`src/rtl/core/hhpd_pkg.sv`:
```
// Shared types and constants for the heading-hold PID drive block.
`timescale 1ns / 1ps

package hhpd_pkg;

	// Command codes carried on the cmd field.
	typedef enum logic [1:0] {
		CMD_TICK   = 2'd0,
		CMD_ENGAGE = 2'd1,
		CMD_STOP   = 2'd2,
		CMD_NOP    = 2'd3
	} cmd_t;

	// What the last stage does to the drive levels for one item.
	typedef enum logic [1:0] {
		ACT_KEEP,
		ACT_SPEED,
		ACT_STOP,
		ACT_STEER
	} act_t;

	// Configuration register indexes.
	typedef enum logic [1:0] {
		REG_PROP_GAIN     = 2'd0,
		REG_INTEGRAL_GAIN = 2'd1,
		REG_BASE_POWER    = 2'd2,
		REG_UNUSED        = 2'd3
	} reg_idx_t;

	localparam int GAIN_W     = 16;
	localparam int POWER_W    = 8;
	localparam int ANGLE_W    = 16;
	localparam int ERR_W      = ANGLE_W + 1;
	localparam int DIFF_W     = ERR_W + 1;
	localparam int CFG_W      = 16;
	localparam int CFG_ADDR_W = 2;
	localparam int CORR_W     = 10;
	localparam int DRIVE_W    = POWER_W + 3;

	localparam logic [GAIN_W-1:0]  PROP_GAIN_RESET     = 16'd256;
	localparam logic [GAIN_W-1:0]  INTEGRAL_GAIN_RESET = 16'd0;
	localparam logic [POWER_W-1:0] BASE_POWER_RESET    = 8'd200;
	localparam logic [POWER_W-1:0] POWER_MAX           = 8'd255;

	// Output queue geometry.
	localparam int OUT_DEPTH = 8;
	localparam int PTR_W     = 3;
	localparam int CNT_W     = 4;

	// Per-item control that travels down the pipeline.
	typedef struct packed {
		logic               valid;
		act_t               act;
		logic               holding;
		logic [POWER_W-1:0] speed;
	} pid_ctl_t;

	// One result item.
	typedef struct packed {
		logic [POWER_W-1:0] left;
		logic [POWER_W-1:0] right;
		logic               holding;
	} drive_t;

endpackage

```
`src/rtl/core/hhpd_out_fifo.sv`:
```
// Small result queue that decouples the pipeline from the output handshake.
`timescale 1ns / 1ps

module hhpd_out_fifo import hhpd_pkg::*; (
	input  logic   clk,
	input  logic   arst_n,
	input  logic   wr_en,
	input  drive_t wr_data,
	input  logic   rd_en,
	output logic   not_empty,
	output drive_t rd_data
);

	drive_t           mem_q [OUT_DEPTH];
	logic [PTR_W-1:0] wr_ptr_q, rd_ptr_q;
	logic [CNT_W-1:0] cnt_q;

	// Storage is written in order; no reset needed.
	always_ff @(posedge clk) begin
		if (wr_en) begin
			mem_q[wr_ptr_q] <= wr_data;
		end
	end

	// Pointers and fill count.
	always_ff @(posedge clk or negedge arst_n) begin
		if (!arst_n) begin
			wr_ptr_q <= '0;
			rd_ptr_q <= '0;
			cnt_q    <= '0;
		end else begin
			if (wr_en) begin
				wr_ptr_q <= wr_ptr_q + PTR_W'(1);
			end
			if (rd_en) begin
				rd_ptr_q <= rd_ptr_q + PTR_W'(1);
			end
			if (wr_en && !rd_en) begin
				cnt_q <= cnt_q + CNT_W'(1);
			end else if (rd_en && !wr_en) begin
				cnt_q <= cnt_q - CNT_W'(1);
			end
		end
	end

	assign not_empty = (cnt_q != '0);
	assign rd_data   = mem_q[rd_ptr_q];

endmodule

```
`config.mk`:
```
export PLATFORM = sky130hd
export DESIGN_NAME = hhpd_out_fifo
export DESIGN_NICKNAME = d
export VERILOG_FILES = /design/src/rtl/core/hhpd_pkg.sv /design/src/rtl/core/hhpd_out_fifo.sv
export SDC_FILE = /design/constraint.sdc
export NUM_CORES = 1
export LEC_CHECK = 0
export ABC_AREA = 1
export BUFFER_PORTS_ARGS = -buffer_cell sky130_fd_sc_hd__buf_2
export CORE_ASPECT_RATIO = 0.5
export CORE_MARGIN = 5
export CORE_UTILIZATION = 50
export CTS_BUF_LIST = sky130_fd_sc_hd__clkbuf_2 sky130_fd_sc_hd__clkbuf_4 sky130_fd_sc_hd__clkbuf_8
export DETAILED_ROUTE_END_ITERATION = 8
export PLACE_DENSITY = 0.68
export SYNTH_ARGS = -nofsm -noshare
export SYNTH_HDL_FRONTEND = slang
export SYNTH_SLANG_ARGS = --single-unit
```
`constraint.sdc`:
```
create_clock -name clk -period 5 [get_ports clk]
set_input_delay 0.25 -clock clk [delete_from_list [all_inputs] [get_ports clk]]
set_output_delay 0.25 -clock clk [all_outputs]
set_load 0.02 [all_outputs]
```
==> results of run 1 <==
layout make-up:
type	count	area, µm²	share of cell area [%]
Timing Repair Buffer	42	223	3.13
Clock buffer	17	234	3.28
Tap cell	170	213	2.99
Multi-Input combinational cell	410	1660	23.3
Sequential cell	146	4340	60.9
Clock inverter	15	159	2.23
Inverter	80	300	4.22
power breakdown:
group	switching (µW)	leakage, µW	internal [µW]
clock	449	0.000193	447
sequential	188	0.00135	1500
combinational	926	0.00159	455
routing by layer:
layer	up-vias	global-route usage, %	part of all wire, %
li1	2117	-	-
met1	1801	21.8	47
met2	77	26.6	47
met3	2	4.50	5.0
met4	0	4.65	0.34
met5	-	0	0
cell usage in the layout (no fill, tap or decap), drive strengths merged:
master | synthesis | final
nand2 | 246 | 246
nor2 | 145 | 145
edfxtp | 136 | 136
inv | 79 | 82
buf | 25 | 41
clkbuf | 0 | 17
dfrtp | 10 | 10
clkinv | 1 | 8
ha | 5 | 5
o21ai | 4 | 4
xor2 | 3 | 3
clkinvlp | 0 | 3
or2 | 2 | 2
xnor2 | 2 | 2
nand3 | 2 | 2
bufinv | 0 | 2
fa | 1 | 1
dlygate4sd3 | 0 | 1
how the worst min path moves through the flow:
| stage | from | end | depth (start not counted) |
|---|---|---|---|
| 6_report | rd_en | rd_ptr_q[0] | 2 |
| 5_1_grt | rd_en | rd_ptr_q[0] | 2 |
| 4_1_cts | rd_en | rd_ptr_q[0] | 2 |
| 3_5_place_dp | arst_n | cnt_q[0] | 1 |
| 3_3_place_gp | arst_n | cnt_q[0] | 1 |
| 2_1_floorplan | arst_n | cnt_q[0] | 0 |
worst register-to-register path, stage by stage, from the launching register on:
cell	delay (ns)
dfrtp_1	0.42
or2_2	0.38
nor2_2	0.92
cells by family (layout without fill, tap and decap cells):
| logic type | count (synthesis) | count (layout) | share of synthesized area (%) |
|---|---|---|---|
| DFF | 146 | 146 | 67.2 |
| xor gates and xnor gates | 5 | 5 | 0.679 |
| AOI/OAI and AO/OA | 4 | 4 | 0.310 |
| adders and majority gates | 6 | 6 | 1.28 |
| buffers and inverters | 105 | 154 | 7.43 |
| and+or+nand+nor | 395 | 395 | 23.1 |
state kept, by name, summed over array words and instances, names as in the netlist:
signal,flops
wr_ptr_q,3
cnt_q,4
mem_q,136
rd_ptr_q,3
repair_timing:
action	in CTS	in global routing
setup endpoints to repair	0	0
hold buffers	1	0
hold endpoints to repair	10	0
per-stage QoR:
step	setup slack, ns	total power [µW]	area, µm²
after floorplan	3.14	2770	6450
after global placement	2.56	3070	6720
after detailed placement	2.54	3110	6720
after CTS	2.05	4010	7120
after global routing	1.79	4290	7120
final	2.08	3960	7120
==> impl_metrics.csv, run 1 <==
group,metric,value,unit
pwr,powerDensity,556,nW/µm²
grt,antenna_found_initial,0,
clock_network,post_cts_buffers,0,
detailed_routing,dr.first_iter.drc_count,198,
worst_setup_path,end_kind,"output pin",
clock_network,cts.repair.resized,0,
detailed_routing,ant_nets,0,
clock_network,cts_tree,"built",
worst_setup_path,crit_path_max_incr_delay,1.02,ns
final_layout,antenna_cells,0,
yosys,async_flop_share,6.85,%
grt,grt_pass1_vias,3851,
final_layout,synthToLayoutAreaGrowth,10.4,%
sta,slew_headroom,19.9,%
pwr,peakVddDrop,0.000290,V
sta,hold_ws,0.0665,ns
clock_network,h-tree-depth,4,
clock_network,cts.sinks,146,
grt,grt_pass1_wl,19.3,mm
final_layout,final_cell_count_no_fill,880,
worst_setup_path,cp-startpoint,"rd_ptr_q[0]",
yosys,synth_seq_cells,146,
pwr,power_leakage,0.00314,µW
worst_setup_path,critical_path_required,4.75,ns
worst_setup_path,r2r_end,"mem_q[0][7]",
floorplan,core-area,12700,µm²
clock_network,clk-insertion-delay-late,0.43,ns
yosys,synth_fp_nets,688,
yosys,synth.top_cells.by_area,"edfxtp_1 63%, nand2_1 14%, nor2_1 8.4%, inv_1 4.5%, dfrtp_1 3.9%",
detailed_routing,vias_per_cell,4.54,
sta,rsz0062_at_grt,"no",
yosys,synth_top_cell_area_share,63.3,%
worst_setup_path,worstSetupPathType,"reg -> out",
clock_network,clockBufferDepth,2,
floorplan,io_pins,39,
grt,grt_overflow,0,
worst_setup_path,worst-r2r-cell-count,2,
sta,finalHoldViolCount,0,
yosys,ys_types,18,
grt,grt_usage,16.4,%
detailed_routing,routedWlPerCell,13.3,µm
worst_setup_path,path_buf_inv,2,
floorplan,start_util,50.9,%
detailed_routing,vias,3997,
placement,dp_cells,847,
worst_setup_path,r2r-start,"wr_ptr_q[0]",
worst_setup_path,cp-endpoint,"rd_data[4]",
sta,worst_slew_pin_slew,1.20,ns
status,run_status,"complete, no violations",
grt,grt_max_degree,95,
clock_network,clk_pin_slew,0.08,ns
worst_setup_path,crit_top_cell,"nand2_1",
worst_setup_path,r2r_setup_slack,2.88,ns
yosys,synth_area_per_cell,9.76,µm²
sta,final-setup-viol-count,0,
worst_setup_path,crit_fanout,94,
final_layout,final_nets,724,
yosys,synthFlopType,"edfxtp_1",
floorplan,die_h,90.3,µm
worst_setup_path,cp.depth,8,
clock_network,root_buffer,"clkbuf_8",
placement,hpwl,6.79,mm
sta,fmax,343,MHz
hold_path,min_path_type,"in -> reg",
worst_setup_path,path_cells,"buf_4 > nor2_1 > nor2_1 > nand2_1 > nand2_1 > nand2_1 > nand2_1 > buf_2",
detailed_routing,drc,0,
sta,slew_violations,0,
sta,min_period_over_period,58.3,%
floorplan,die_x,171,µm
final_layout,nFillCells,1060,
sta,fin_tns_setup,0,ns
sta,clock_skew,0.00977,ns
final_layout,drive_gt1_share,12.0,%
yosys,yosysTopAreaCell,"edfxtp_1",
yosys,synth-seq-area-share,67.2,%
worst_setup_path,cp-start-kind,"register",
yosys,synth-edff-count,136,
yosys,yosys_warnings,0,
yosys,synthTopCellsByCount,"246 x nand2_1, 145 x nor2_1, 136 x edfxtp_1, 78 x inv_1, 11 x buf_2",
worst_setup_path,cp.arrival,2.67,ns
detailed_routing,wl,11.7,mm
floorplan,row_count,29,
yosys,yosysMostFrequentCell,"nand2_1",
clock_network,numCtsBuffers,17,
final_layout,fin_util,56.2,%
placement,port_buffers,38,
job,maxCapViolCount,0,
placement,place_congestion,0.730,
floorplan,fp.dieArea,15400,µm²
detailed_routing,firstDrtPassIters,4,
yosys,syn-cell-area,6450,µm²
worst_setup_path,critical_path.top_delay_family,"flip-flops",
worst_setup_path,slowest_stage,"dfrtp_4",
sta,min_period,2.92,ns
yosys,syn_inst,661,
No activity file was read; power rests on OpenSTA's default activity.
==> run 2, diff against run 1 <==
clock period = 2.7 ns   (was 5 ns; I/O delays follow)
==> run 2 against run 1 <==
Effect of this change:
- utilization increased by 2.0 points
- via count increased by 7.4%
- register-to-register slack got worse by 1.8 ns
- clock skew decreased by 0.0039 ns
- sequential power increased by 76%
- critical path depth unchanged
- non-clock buffer count increased by 29
- cell area increased by 3.5%
- cell count increased by 3.2%
- combinational power increased by 110%
- power increased by 87%
- critical path type unchanged
- largest cell class unchanged
==> impl_metrics.csv, run 2 (synthesized netlist as in run 1, its figures left out) <==
group,metric,value,unit
status,run_status,"complete, no violations",
clock_network,clockBufferDepth,2,
floorplan,io_pins,39,
final_layout,finalInstanceArea,7380,µm²
pwr,powerDensity,1000,nW/µm²
worst_setup_path,cp.arrival,2.08,ns
sta,min_period_over_period,82.2,%
worst_setup_path,crit_fanout,36,
pwr,power_leakage,0.00327,µW
grt,use_met3,3.41,%
grt,grt_use_met1,24.8,%
clock_network,numCtsBuffers,17,
floorplan,row_count,29,
clock_network,cts_tree,"built",
placement,hpwl,7.79,mm
final_layout,layout_commonest_cell,"nand2_1",
sta,finalHoldViolCount,0,
final_layout,top_register,"mem_q",
floorplan,start_util,50.9,%
grt,grt_max_degree,57,
clock_network,root_buffer,"clkbuf_8",
sta,fin_ws,0.481,ns
sta,hold_ws,0.00780,ns
detailed_routing,vias,4291,
sta,fmax,451,MHz
grt,grt_pass1_wl,21.5,mm
final_layout,antenna_cells,0,
clock_network,clk_pin_slew,0.08,ns
final_layout,nFillCells,1040,
final_layout,synthToLayoutAreaGrowth,14.4,%
floorplan,die_x,171,µm
placement,port_buffers,38,
detailed_routing,vias_per_cell,4.73,
pwr,peakVddDrop,0.000500,V
detailed_routing,wl,12.8,mm
sta,slew_violations,0,
detailed_routing,routedWlPerCell,14.1,µm
clock_network,cts.sinks,146,
detailed_routing,drc,0,
floorplan,core-area,12700,µm²
floorplan,fp.dieArea,15400,µm²
clock_network,h-tree-depth,4,
grt,grt_usage,17.9,%
job,maxCapViolCount,0,
final_layout,final_cell_mix,"246 x nand2_1, 137 x nor2_1, 136 x edfxtp_1, 78 x inv_1, 38 x buf_2",
placement,dpl_cell_area,6840,µm²
grt,antenna_found_initial,0,
grt,grt-busiest-layer,"met2",
worst_setup_path,cp-start-kind,"register",
sta,slew_headroom,51.7,%
grt,met2_usage,28.2,%
sta,rsz0062_at_grt,"no",
detailed_routing,ant_nets,0,
final_layout,largest_register_ffs,136,
final_layout,drive_gt1_share,12.5,%
worst_setup_path,critical_path_required,2.57,ns
sta,worst_slew_pin_slew,0.724,ns
placement,place_ws,0.924,ns
detailed_routing,firstDrtPassIters,4,
floorplan,die_h,90.3,µm
sta,fin_tns_setup,0,ns
clock_network,post_cts_buffers,0,
placement,place_congestion,0.745,
sta,final-setup-viol-count,0,
worst_setup_path,end_kind,"output pin",
sta,min_period,2.22,ns
grt,grt_pass1_vias,4393,
sta,clock_skew,0.00583,ns
final_layout,final_nets,753,
worst_setup_path,worstSetupPathType,"reg -> out",
final_layout,reg_top3,"mem_q (136), cnt_q (4)",
detailed_routing,dr.first_iter.drc_count,417,
clock_network,clk-insertion-delay-late,0.42,ns
hold_path,min_path_type,"in -> reg",
grt,grt_overflow,0,
-- run 2: cell types whose count changed in the layout (fill, tap and decap cells not counted) --
cell           previous run  this run
dlygate4sd3_1             1        18
clkinv_4                  4         0
clkinv_2                  3         4
buf_4                     3        13
buf_12                    0         2
clkinvlp_4                3         2
inv_6                     3         1
clkbuf_4                  0         1
clkinv_1                  1         5
-- run 2: routing by layer --
layer,up-vias,routed length (µm)
met5,-,0
met4,0,105
met3,10,851
met2,106,6090
met1,2004,5800
li1,2171,-
-- run 2: critical path: stages, from the launching register on --
cell and delay (ns):
dfrtp_4 0.68, buf_4 0.32, nor2_1 0.09, nor2_1 0.11, nand2_1 0.07, nand2_1 0.07, nand2_1 0.04, nand2_1 0.11
buf_2 0.18
-- run 2: cell type report --
type | instances | area [µm²] | share of cell area [%]
clock buffer | 18 | 241 | 3.27
timing repair buffer | 71 | 508 | 6.89
multi-input combinational | 410 | 1660 | 22.5
inverter | 80 | 300 | 4.07
sequential | 146 | 4340 | 58.8
clock inverter | 13 | 119 | 1.61
tap | 170 | 213 | 2.88
-- run 2: path summary, 6_finish.rpt --
path	depth (start not counted)	endpoint	from	slack, ns
max in group asynchronous	2	rd_ptr_q[0]	arst_n	2.38
hold / removal	1	mem_q[5][6]	wr_data[6]	0.008
setup reg to reg	3	mem_q[0][9]	wr_ptr_q[0]	1.04
min in group asynchronous	2	cnt_q[0]	arst_n	0.10
setup / recovery	8	rd_data[13]	rd_ptr_q[0]	0.48
hold reg to reg	2	cnt_q[2]	cnt_q[2]	0.52
-- run 2: through the flow --
step / utilization [%] / power [µW] / instances
6_report: 58.2 / 7410 / 908
5_1_grt: 58.2 / 8000 / 908
4_1_cts: 58.2 / 7480 / 907
3_5_place_dp: 54.0 / 5880 / 859
3_3_place_gp: 54.0 / 5800 / 859
2_1_floorplan: - / 5140 / 661
-- run 2: what timing repair did --
action	in CTS	in global routing
endpoints found under the hold margin	125	8
resized for setup	0	0
hold buffers	17	1
-- run 2: power breakdown --
| part | internal (µW) | total, µW | switching (µW) |
|---|---|---|---|
| sequential | 2770 | 2960 | 190 |
| clock | 808 | 1580 | 774 |
| combinational | 931 | 2870 | 1940 |
==> run 3, diff against run 2 <==
clock period = 2.1 ns   (was 2.7 ns; I/O delays follow)
==> run 3 against run 2 <==
Effect of this change:
- sequential power rose by 26%
- clock power rose by 22%
- worst setup slack worse by 0.32 ns
- die area is the same
- via count down 0.63%
- global-route usage is 0.84 points lower
- critical endpoint is now rd_data[1]
- largest power group is now combinational logic
==> impl_metrics.csv, run 3 (synthesized netlist as in run 1, its figures left out) <==
group,metric,value,unit
hold_path,min_path_type,"in -> async",
grt,grt_pass1_vias,4028,
worst_setup_path,cp-startpoint,"rd_ptr_q[0]",
detailed_routing,dr.first_iter.drc_count,254,
sta,slew_violations,0,
final_layout,synthToLayoutAreaGrowth,15.7,%
clock_network,numCtsBuffers,17,
pwr,powerDensity,1290,nW/µm²
worst_setup_path,cp-start-kind,"register",
sta,worst_slew_pin_slew,0.332,ns
placement,hpwl,7.42,mm
sta,fmax,515,MHz
clock_network,cts_tree,"built",
final_layout,layout_commonest_cell,"nand2_1",
grt,grt_usage,17.1,%
floorplan,io_pins,39,
floorplan,die_x,171,µm
worst_setup_path,worstSetupPathType,"reg -> out",
floorplan,core-area,12700,µm²
sta,clock_skew,0.0108,ns
worst_setup_path,end_kind,"output pin",
grt,grt_pass1_wl,20.2,mm
detailed_routing,routedWlPerCell,13.8,µm
sta,fin_ws,0.160,ns
detailed_routing,drc,0,
status,run_status,"complete, no violations",
sta,hold_ws,0.0661,ns
floorplan,start_util,50.9,%
detailed_routing,vias_per_cell,4.65,
sta,min_period_over_period,92.4,%
floorplan,row_count,29,
final_layout,reg_top3,"mem_q (136), cnt_q (4)",
final_layout,final_cell_count_no_fill,917,
final_layout,final_cell_mix,"246 x nand2_1, 137 x nor2_1, 136 x edfxtp_1, 78 x inv_1, 39 x buf_2",
clock_network,clockBufferDepth,2,
detailed_routing,ant_nets,0,
final_layout,finalInstanceArea,7460,µm²
placement,dp_cells,862,
grt,antenna_found_initial,0,
final_layout,top_register,"mem_q",
placement,place_congestion,0.742,
placement,dpl_cell_area,6880,µm²
final_layout,drive_gt1_share,13.4,%
detailed_routing,wl,12.7,mm
worst_setup_path,crit_fanout,8,
placement,place_ws,0.452,ns
pwr,power_leakage,0.00333,µW
worst_setup_path,cp.arrival,1.84,ns
clock_network,clk-insertion-delay-late,0.43,ns
worst_setup_path,critical_path_required,2.00,ns
final_layout,antenna_cells,0,
worst_setup_path,r2r-start,"wr_ptr_q[0]",
clock_network,h-tree-depth,4,
final_layout,final_nets,762,
job,maxCapViolCount,0,
grt,grt_max_degree,56,
floorplan,fp.dieArea,15400,µm²
sta,rsz0062_at_grt,"no",
grt,grt_overflow,0,
sta,slew_headroom,77.8,%
detailed_routing,vias,4264,
placement,port_buffers,38,
sta,finalHoldViolCount,0,
clock_network,cts.sinks,146,
sta,min_period,1.94,ns
sta,final-setup-viol-count,0,
final_layout,nFillCells,1044,
clock_network,root_buffer,"clkbuf_8",
floorplan,die_h,90.3,µm
final_layout,largest_register_ffs,136,
clock_network,clk_pin_slew,0.08,ns
sta,fin_tns_setup,0,ns
pwr,peakVddDrop,0.000611,V
detailed_routing,firstDrtPassIters,5,
## run 3: changes by cell type in the layout (fill, tap and decap cells not counted)
cell	previous run	this run
dlygate4sd3_1	18	20
bufinv_16	2	1
buf_4	13	16
buf_12	2	3
buf_16	0	1
clkinv_2	4	5
inv_6	1	0
clkinvlp_4	2	0
buf_2	38	39
clkbuf_4	1	5
clkinv_1	5	4
buf_6	0	1
## run 3: timing repair
action | 4_1_cts | 5_1_grt
pin swaps | 0 | 0
endpoints found under the setup margin | 9 | 8
hold endpoints to repair | 151 | 0
gates resized for setup | 0 | 1
hold buffers | 20 | 0
setup buffers | 1 | 3
## run 3: path summary, 6_finish.rpt
check	endpoint	slack (ns)	depth (start not counted)
setup / recovery	rd_data[1]	0.16	9
hold / removal	cnt_q[3]	0.07	2
setup reg to reg	mem_q[0][2]	0.52	3
hold reg to reg	cnt_q[2]	0.53	2
max in group asynchronous	rd_ptr_q[0]	1.81	2
min in group clk	rd_ptr_q[0]	0.46	3
## run 3: metrics by stage
stage | util (%) | total power [µW]
after CTS | 58.7 | 9610
final | 58.9 | 9600
after global routing | 58.9 | 10300
after global placement | 54.4 | 7550
after floorplan | - | 6600
after detailed placement | 54.4 | 7620
## run 3: area by class of cell
| class | count | area, µm² | share of cell area (%) |
|---|---|---|---|
| sequential | 146 | 4340 | 58.2 |
| tap | 170 | 213 | 2.85 |
| clock inverter | 9 | 66.3 | 0.889 |
| inverter | 80 | 300 | 4.03 |
| clock buffer | 22 | 272 | 3.64 |
| multi-input combinational | 410 | 1660 | 22.2 |
| timing repair buffer | 80 | 614 | 8.24 |
## run 3: per-layer routing
metal	up-vias	wire length [µm]	track usage [%]
met1	1953	6060	24.2
li1	2192	-	-
met2	102	5630	26.1
met3	17	775	4.15
met4	0	194	5.58
met5	-	0	0
## run 3: worst max-delay path, cell delays in order (launching register included)
cell and delay, ns:
dfrtp_4 0.57, buf_4 0.17, buf_4 0.15, nor2_1 0.12
nor2_1 0.05, nand2_1 0.06, nand2_1 0.04, nand2_1 0.05
nand2_1 0.06, buf_2 0.16
## run 3: power breakdown
group | internal [µW] | switching, µW | total [µW]
Combinational | 1350 | 2580 | 3930
Clock | 971 | 952 | 1920
Sequential | 3560 | 176 | 3740
Total | 5880 | 3710 | 9600
